$ cat config.mk
export PLATFORM = sky130hd
export DESIGN_NAME = srtg_ctrl
export DESIGN_NICKNAME = d
export VERILOG_FILES = /design/src/rtl/srtg_pkg.sv /design/src/rtl/srtg_ctrl.sv
export SDC_FILE = /design/constraint.sdc
export NUM_CORES = 1
export LEC_CHECK = 0
export ABC_AREA = 1
export BUFFER_PORTS_ARGS = -buffer_cell sky130_fd_sc_hd__buf_2
export CORE_AREA = 2 2 39 41
export CTS_CLUSTER_SIZE = 40
export DETAILED_ROUTE_END_ITERATION = 10
export DIE_AREA = 0 0 41 43
export PLACE_DENSITY = 0.73
export REMOVE_ABC_BUFFERS = 1
export SKIP_CTS_REPAIR_TIMING = 1
export SYNTH_ARGS = -nofsm -noshare
export SYNTH_HDL_FRONTEND = slang
export SYNTH_SLANG_ARGS = --single-unit
$ cat constraint.sdc
create_clock -name clk -period 1.55 [get_ports clk]
set_clock_uncertainty 0.05 [all_clocks]
set_input_delay 0.155 -clock clk [delete_from_list [all_inputs] [get_ports clk]]
set_output_delay 0.155 -clock clk [all_outputs]
set_load 0.01 [all_outputs]
$ cat src/rtl/srtg_pkg.sv
`timescale 1ns / 1ps
// ----------------------------------------------------------------------------
// srtg_pkg
// Shared types and constants of the shaped random table generator.
// ----------------------------------------------------------------------------
package srtg_pkg;

	// Shaping modes as stored in the mode register.
	typedef enum logic [2:0] {
		MODE_UNIFORM = 3'd0,
		MODE_LOW     = 3'd1,
		MODE_HIGH    = 3'd2,
		MODE_TRI     = 3'd3,
		MODE_GAUSS   = 3'd4,
		MODE_CAUCHY  = 3'd5
	} mode_t;

	// Configuration register indexes.
	typedef enum logic [2:0] {
		REG_MODE   = 3'd0,
		REG_SIZE   = 3'd1,
		REG_OFFSET = 3'd2,
		REG_SEED   = 3'd3
	} reg_index_t;

	// Controller states.
	typedef enum logic [2:0] {
		ST_IDLE,
		ST_DRAW,
		ST_MUL,
		ST_CHECK,
		ST_ROM,
		ST_TAN,
		ST_DONE
	} state_t;

	// Generator constants.
	localparam logic [31:0] LCG_MUL = 32'd1103515245;
	localparam logic [31:0] LCG_ADD = 32'd12345;

	// Tangent table geometry and the code that marks a rejected entry.
	localparam int          TAN_DEPTH  = 16384;
	localparam int          TAN_AW     = 14;
	localparam logic [15:0] TAN_REJECT = 16'hFFFF;

	// Commands from the controller to the datapath.
	typedef struct packed {
		logic start;   // transaction accepted: apply restart and position wrap
		logic step;    // advance the generator by one draw
		logic first;   // this draw is the first of a set
		logic second;  // this draw is the second of a set
		logic mul;     // register the Gaussian product
		logic finish;  // load the output register and advance the position
	} dp_cmd_t;

	// Status from the datapath to the controller.
	typedef struct packed {
		mode_t mode;
		logic  mid;        // current draw is the midpoint
		logic  gauss_ok;   // Gaussian value within the accepted band
		logic  rom_reject; // tangent entry rejects the draw
		logic  out_busy;   // output register holds a stalled result
	} dp_status_t;

endpackage

$ cat src/rtl/srtg_ctrl.sv
`timescale 1ns / 1ps
// ----------------------------------------------------------------------------
// srtg_ctrl
// Controller: sequences draws, the Gaussian product and check, the tangent
// lookup and the output load for one transaction at a time.
// ----------------------------------------------------------------------------
module srtg_ctrl #(
	parameter int GAUSS_DRAWS = 12
) (
	input  logic                 clk,
	input  logic                 arst_n,
	input  logic                 in_valid,
	output logic                 in_stall,
	input  srtg_pkg::dp_status_t status,
	output srtg_pkg::dp_cmd_t    cmd
);

	localparam int CNT_W = (GAUSS_DRAWS > 2) ? $clog2(GAUSS_DRAWS) : 1;
	localparam logic [CNT_W-1:0] CNT_LAST = CNT_W'(GAUSS_DRAWS - 1);
	localparam logic [CNT_W-1:0] CNT_ONE  = CNT_W'(1);

	srtg_pkg::state_t state_q, state_d;
	logic [CNT_W-1:0] cnt_q, cnt_d;

	// State and draw counter registers.
	always_ff @(posedge clk or negedge arst_n) begin
		if (!arst_n) begin
			state_q <= srtg_pkg::ST_IDLE;
			cnt_q   <= '0;
		end else begin
			state_q <= state_d;
			cnt_q   <= cnt_d;
		end
	end

	// Next state and commands.
	always_comb begin
		state_d    = state_q;
		cnt_d      = cnt_q;
		in_stall   = 1'b1;
		cmd        = '0;
		cmd.first  = (cnt_q == '0);
		cmd.second = (cnt_q == CNT_ONE);
		unique case (state_q)
			srtg_pkg::ST_IDLE: begin
				in_stall = 1'b0;
				if (in_valid) begin
					cmd.start = 1'b1;
					cnt_d     = '0;
					state_d   = srtg_pkg::ST_DRAW;
				end
			end
			srtg_pkg::ST_DRAW: begin
				cmd.step = 1'b1;
				unique case (status.mode)
					srtg_pkg::MODE_UNIFORM: state_d = srtg_pkg::ST_DONE;
					srtg_pkg::MODE_LOW, srtg_pkg::MODE_HIGH, srtg_pkg::MODE_TRI: begin
						if (cnt_q == CNT_ONE) begin
							state_d = srtg_pkg::ST_DONE;
						end else begin
							cnt_d = cnt_q + CNT_ONE;
						end
					end
					srtg_pkg::MODE_GAUSS: begin
						if (cnt_q == CNT_LAST) begin
							state_d = srtg_pkg::ST_MUL;
						end else begin
							cnt_d = cnt_q + CNT_ONE;
						end
					end
					srtg_pkg::MODE_CAUCHY: begin
						if (!status.mid) state_d = srtg_pkg::ST_ROM;
					end
					default: state_d = srtg_pkg::ST_DONE;
				endcase
			end
			srtg_pkg::ST_MUL: begin
				cmd.mul = 1'b1;
				state_d = srtg_pkg::ST_CHECK;
			end
			srtg_pkg::ST_CHECK: begin
				cnt_d   = '0;
				state_d = status.gauss_ok ? srtg_pkg::ST_DONE : srtg_pkg::ST_DRAW;
			end
			srtg_pkg::ST_ROM: begin
				state_d = srtg_pkg::ST_TAN;
			end
			srtg_pkg::ST_TAN: begin
				cnt_d   = '0;
				state_d = status.rom_reject ? srtg_pkg::ST_DRAW : srtg_pkg::ST_DONE;
			end
			srtg_pkg::ST_DONE: begin
				if (!status.out_busy) begin
					cmd.finish = 1'b1;
					state_d    = srtg_pkg::ST_IDLE;
				end
			end
			default: state_d = srtg_pkg::ST_IDLE;
		endcase
	end

endmodule

==> out/metrics.yaml, run 1 <==
status:
  run_status: "completed"
layout:
  layout.nets: 131
  multi_input_comb_area_um2: 382.9
  antennaDiodeCount: 0
  final_cell_area_excluding_filler_cells_um2: 780.7
  num-fill-cells: 146
  sequential_standard_cell_area_um2: 177.7
  fin_cells: 133
  area_growth_from_synthesis_to_final_layout_pct: 25.30
  final_layout_size_suffix_gt1_share_pct: 33.33
sta:
  setup_total_negative_slack_ns: 0
  layout_worst_path_cycle_share_pct: 94.40
  finalMaxSlewViolations: 0
  final_hold_viol_count: 0
  setup_repair_after_global_routing_missed_its_margin: "no"
  finalSetupViolations: 0
  fmax_ghz: 0.6834
  slew_headroom_pct: 85.15
  worst_slew_pin_slew_ns: 0.2211
  min_period_ns: 1.463
  hold-worst-slack_ns: 0.1916
place:
  detailed_place_hpwl_um: 1052
  gp_congestion: 0.8244
  post_dp_cell_area_um2: 711.9
  placed_cells: 124
  port_buffers: 16
power_and_ir_drop:
  power.share.combinational_pct: 61.8
  power.sequential.fraction_pct: 25.3
  switching_portion_of_total_power_pct: 48.67
  leakagePower_nw: 0.4212
  net-switching-power_w: 0.0006451
  cell_internal_pwr_w: 0.0006805
  vdd.ir_drop.worst_mv: 0.7858
  power-per-cell-area_mw_per_mm2: 1698
  p_clk_share_pct: 12.9
route:
  routed_via_density: 4.842
  routed-via-count: 644
  drtPass1Iterations: 4
  met3_wirelength_um: 59
  initialDrtViolationCount: 10
  route.detailed.drc: 0
  met2_length_um: 588
  route.antenna.remaining_nets: 0
  detail_route.wirelength.met1_um: 637
  post_drt_wl_per_cell_um: 9.797
  wirelength_um: 1303
  highest_metal_layer_with_signal_wires: "met4"
synth:
  synth.yosys.warnings: 0
  post_synth_and_or_nand_nor_area_fraction_pct: 47.79
  synthDistinctLibCells: 23
  mux_cell_area_share_after_synthesis_pct: 0
  adder_cell_fraction_of_synth_area_pct: 6.024
  synth.ff_latch_count: 7
  ys_seq_area_share_pct: 28.11
  synth_edf_count: 0
  synth_top_flop_cell: "sky130_fd_sc_hd__dfrtp_1"
  proportion_of_synthesized_flip_flops_having_asynchronous_set_or_reset_pct: 100.0
  synth_top_family_by_area: "simple AND/OR/NAND/NOR gates"
  synth-compound-area-share_pct: 7.631
  synthXorXnorAreaFrac_pct: 0
  netlist_area_um2: 623.1
  synth_area_per_cell_um2: 6.700
  synthesis.instances: 93
clock_tree:
  htree_levels: 1
  cts_tree: "done"
  worst_setup_hold_path_clk_slew_ns: 0.06
  cts_bufs_inserted: 3
  cts_buffer_depth: 2
  cts-root-buf: "sky130_fd_sc_hd__clkbuf_4"
  clkLatencyLatePin_ns: 0.26
  cts.sink_count: 7
global_route:
  largest_net_degree_at_the_start_of_global_routing: 10
  grt_first_pass_wirelength_um: 2132
  initial_antenna_violation_count: 0
  globalRouteTotalUtil_pct: 17.63
  first_global_vias: 563
  grt_overflow_total: 0
floorplanning:
  die-height_um: 43
  top_level_ports: 17
  coreArea_mm2: 0.001384
  fp.dieW_um: 41
  placementRows: 14
  die-area_mm2: 0.001763
  floorplan.initialDensity_pct: 45.03
flow_run:
  max_cap_violation_count: 0
hold_path:
  min-delay-path-class: "input port to flop"
critical_path:
  crit_path_top_delay_cell: "sky130_fd_sc_hd__dfrtp_2"
  sequence_of_cells_on_the_critical_path: "inv_2 > nand2_2 > nor2_2 > inv_1 > nor2_1 > buf_2"
  wp_data_arrival_ns: 1.26
  worstSetupPathType: "flop to output port"
  endpoint_kind: "output port"
  delay_of_the_slowest_cell_on_the_worst_path_ns: 0.45
  path_max_fanout: 7
  startpoint_type: "flop"
  worst-endpoint-required_ns: 1.34
[Yosys cell counts, drive strengths merged (2+ instances only)]
cell type / n / share of area (%)
a21oi: 3 / 3.0
dfrtp: 7 / 28
ha: 3 / 6.0
inv: 13 / 7.8
nand2: 26 / 18
nand3: 13 / 12
nand4: 3 / 3.0
nor2: 13 / 9.4
nor3: 2 / 1.6
o21ai: 5 / 4.6
[cell families (layout without fill, tap and decap cells)]
| family | count (synthesis) | in the layout |
|---|---|---|
| fa+ha+maj | 3 | 3 |
| buf+inv | 15 | 39 |
| compound gates | 8 | 8 |
| flops | 7 | 7 |
| simple gates | 60 | 60 |
[per-layer routing]
metal / GRT usage, % / vias to the layer above
met5: 0 / -
li1: - / 345
met4: 6.000 / 0
met1: 24.50 / 282
met3: 3.141 / 2
met2: 26.56 / 15
[through the flow]
stage	worst slack (ns)	total power (W)	utilization, %
2_1_floorplan	0.2765	0.0008699	-
3_3_place_gp	0.1714	0.001049	51.45
3_5_place_dp	0.1553	0.001063	51.45
4_1_cts	0.03472	0.001240	53.35
5_1_grt	0.01333	0.001456	56.42
6_report	0.08677	0.001326	56.42
[placed cells by master, fill, tap and decap left out, drive strengths merged, types with 2 or more instances in the layout]
cell type and instances:
inv 13, buf 20, nand2 26, dfrtp 7, nand4 3, clkbuf 4, o21ai 5, nand3 13
ha 3, nor2 13, a21oi 3, nor3 2
[power by group through the flow]
stage / Combinational (W) / Sequential (W) / Clock (W)
finish: 0.000819 / 0.000336 / 0.000171
global route: 0.000916 / 0.000349 / 0.000192
CTS: 0.000734 / 0.000330 / 0.000175
detailed placement: 0.000729 / 0.000334 / 0
global placement: 0.000718 / 0.000331 / 0
floorplan: 0.000555 / 0.000315 / 0
[state kept, by name, summed over array words and instances, names as in the netlist]
signal / flops
state_q: 3
cnt_q: 4
[cell type report]
type	instances	area share (%)
multi-input cells	71	49.04
flip-flops and latches	7	22.76
repair buffers	21	15.38
inverters	14	6.891
clock buffers	4	3.365
well taps	16	2.564
[critical path, delay by kind of cell (launching register included)]
kind | cells | cell delay (ns)
flops | 1 | 0.45
buf+inv | 3 | 0.31
simple gates | 3 | 0.25
[path summary, 6_finish.rpt]
kind,startpoint,end,slack [ns],cells past startpoint
setup / recovery,state_q[2],cmd[5],0.09,6
hold / removal,status[0],state_q[1],0.19,3
setup reg to reg,cnt_q[0],state_q[2],0.16,7
hold reg to reg,cnt_q[2],cnt_q[2],0.49,2
max in group asynchronous,arst_n,state_q[2],1.07,2
min in group asynchronous,arst_n,state_q[1],0.20,2
Note: power is estimated with default switching activity, not from simulation.
==> run 2: changes to the inputs <==
CORE_AREA = 2 2 46 48   (was 2 2 39 41)
DIE_AREA = 0 0 48 50   (was 0 0 41 43)
MAX_ROUTING_LAYER = met4   (was not set)
PLACE_DENSITY = 0.55   (was 0.73)
==> out/metrics.yaml, run 2 (same netlist as run 1, synthesis figures left out) <==
layout:
  layout.nets: 133  # +1.5%
  most-common-layout-cells: "sky130_fd_sc_hd__nand2_1 (22), sky130_fd_sc_hd__buf_2 (16), sky130_fd_sc_hd__nand3_1 (12)"
  final_common_cell: "sky130_fd_sc_hd__nand2_1"
  reg_top3: "cnt_q: 4 flops, state_q: 3 flops"
  largest_register: "cnt_q"
  antennaDiodeCount: 0  # unchanged
  fin_cells: 146  # +9.8%
  area_growth_from_synthesis_to_final_layout_pct: 31.93
  largest_register_ffs: 4  # unchanged
  num-fill-cells: 216  # +48%
  final_layout_size_suffix_gt1_share_pct: 35.29  # +2.0 points
power_and_ir_drop:
  switching_portion_of_total_power_pct: 47.97  # -0.70 points
  net-switching-power_w: 0.0006570  # +1.8%
  power-per-cell-area_mw_per_mm2: 1666  # -1.9%
  p_clk_share_pct: 11.8  # -1.1 points
  power.sequential.fraction_pct: 25.2  # about the same
  cell_internal_pwr_w: 0.0007127  # +4.7%
  leakagePower_nw: 0.4337  # +3.0%
  power.share.combinational_pct: 63.0  # +1.2 points
  vdd.ir_drop.worst_mv: 0.7511  # -4.4%
route:
  route.antenna.remaining_nets: 0  # unchanged
  met3_wirelength_um: 33  # -44%
  drtPass1Iterations: 2  # -2
  wirelength_um: 1339  # +2.8%
  route.detailed.drc: 0  # unchanged
  detail_route.wirelength.met1_um: 688  # +8.0%
  initialDrtViolationCount: 6  # -4
  post_drt_wl_per_cell_um: 9.171  # -6.4%
  highest_metal_layer_with_signal_wires: "met4"
  routed_via_density: 4.438  # -8.3%
  met2_length_um: 600  # +2.0%
  routed-via-count: 648  # +0.62%
clock_tree:
  worst_setup_hold_path_clk_slew_ns: 0.05  # about the same
  htree_levels: 1  # unchanged
  cts_tree: "done"
  cts_buffer_depth: 2  # unchanged
  clkLatencyLatePin_ns: 0.25  # about the same
  cts.sink_count: 7  # unchanged
  cts-root-buf: "sky130_fd_sc_hd__clkbuf_4"
  cts_bufs_inserted: 3  # unchanged
critical_path:
  crit-reg2reg-capture: "cnt_q[3]"
  startpoint_type: "flop"
  path_max_fanout: 7  # unchanged
  r2r_start: "state_q[1]"
  r2r_setup_slack_ns: 0.16  # about the same
  worst-endpoint-required_ns: 1.34  # about the same
  timing.reg2reg.worst_path_depth: 7  # unchanged
  endpoint_kind: "output port"
  wp_data_arrival_ns: 1.21  # -0.05 ns
  worstSetupPathType: "flop to output port"
sta:
  fmax_ghz: 0.7049  # +3.1%
  setup_repair_after_global_routing_missed_its_margin: "no"
  worst_slew_pin_slew_ns: 0.2359  # +0.01482 ns
  final_hold_viol_count: 0  # unchanged
  setup_total_negative_slack_ns: 0  # unchanged
  slew_headroom_pct: 84.15  # -1.0 points
  min_period_ns: 1.419  # -0.04467 ns
  finalSetupViolations: 0  # unchanged
  finalMaxSlewViolations: 0  # unchanged
  layout_worst_path_cycle_share_pct: 91.52  # -2.9 points
floorplanning:
  die-height_um: 50  # +16%
  top_level_ports: 17  # unchanged
  placementRows: 16  # +2
  floorplan.initialDensity_pct: 32.76  # -12 points
  fp.dieW_um: 48  # +17%
  die-area_mm2: 0.002400  # +36%
  coreArea_mm2: 0.001902  # +37%
status:
  run_status: "completed"
global_route:
  grt_overflow_total: 0  # unchanged
  first_global_vias: 591  # +5.0%
  initial_antenna_violation_count: 0  # unchanged
  globalRouteTotalUtil_pct: 13.69  # -3.9 points
  largest_net_degree_at_the_start_of_global_routing: 10  # unchanged
  grt_first_pass_wirelength_um: 2373  # +11%
hold_path:
  min_to: "state_q[2]"
  holdPathStages: 3  # unchanged
  min-delay-path-class: "input port to flop"
  worstHoldStart: "status[0]"
place:
  gp_congestion: 0.7490  # -9.1%
  placed_cells: 135  # +8.9%
  detailed_place_hpwl_um: 1091  # +3.7%
  port_buffers: 16  # unchanged
flow_run:
  max_cap_violation_count: 0  # unchanged
[run 2: layer usage]
layer	GRT usage [%]	vias to the layer above
li1	-	350
met1	20.09	287
met2	18.44	9
met3	2.198	2
met4	5.405	0
met5	-	-
[run 2: how the worst max path moves through the flow]
| stage | startpoint | end | slack [ns] | cells past startpoint |
|---|---|---|---|---|
| 6_report | state_q[1] | cmd[4] | 0.13 | 4 |
| 5_1_grt | cnt_q[0] | state_q[2] | 0.02 | 7 |
| 3_5_place_dp | cnt_q[0] | state_q[2] | 0.16 | 7 |
| 2_1_floorplan | cnt_q[0] | state_q[1] | 0.28 | 7 |
| 3_3_place_gp | cnt_q[0] | state_q[1] | 0.16 | 7 |
| 4_1_cts | state_q[1] | cmd[4] | 0.05 | 4 |
[run 2: power groups by stage]
stage	Clock, W	Combinational (W)	Sequential, W
2_1_floorplan	0	0.000555	0.000315
3_3_place_gp	0	0.000726	0.000335
3_5_place_dp	0	0.000733	0.000332
4_1_cts	0.000172	0.000739	0.000328
5_1_grt	0.000181	0.000982	0.000360
6_report	0.000162	0.000863	0.000345
[run 2: layout make-up]
type | count | area (µm²) | share of cell area [%]
flip-flops and latches | 7 | 177.7 | 21.61
repair buffers | 23 | 135.1 | 16.44
clock buffers | 4 | 26.28 | 3.196
multi-input cells | 71 | 392.9 | 47.79
well taps | 27 | 33.78 | 4.110
inverters | 14 | 56.30 | 6.849
[run 2: per-stage QoR]
stage          setup slack (ns)  utilization (%)  total power [W]  hold WS [ns]  area (µm²)
4_1_cts                 0.04720            39.54         0.001239       -0.3261       752.0
2_1_floorplan            0.2765                -        0.0008699       -0.1906       611.8
3_5_place_dp             0.1641            38.16         0.001064      -0.05666       725.7
5_1_grt                 0.02207            43.22         0.001522        0.1877       822.0
6_report                 0.1314            43.22         0.001370        0.1775       822.0
3_3_place_gp             0.1639            38.16         0.001061      -0.05388       725.7
[run 2: critical path, stage by stage (launching register included)]
cell and delay (ns):
sky130_fd_sc_hd__dfrtp_1 0.45, sky130_fd_sc_hd__inv_2 0.14, sky130_fd_sc_hd__nand2_2 0.09, sky130_fd_sc_hd__nor2_4 0.15
sky130_fd_sc_hd__buf_2 0.15
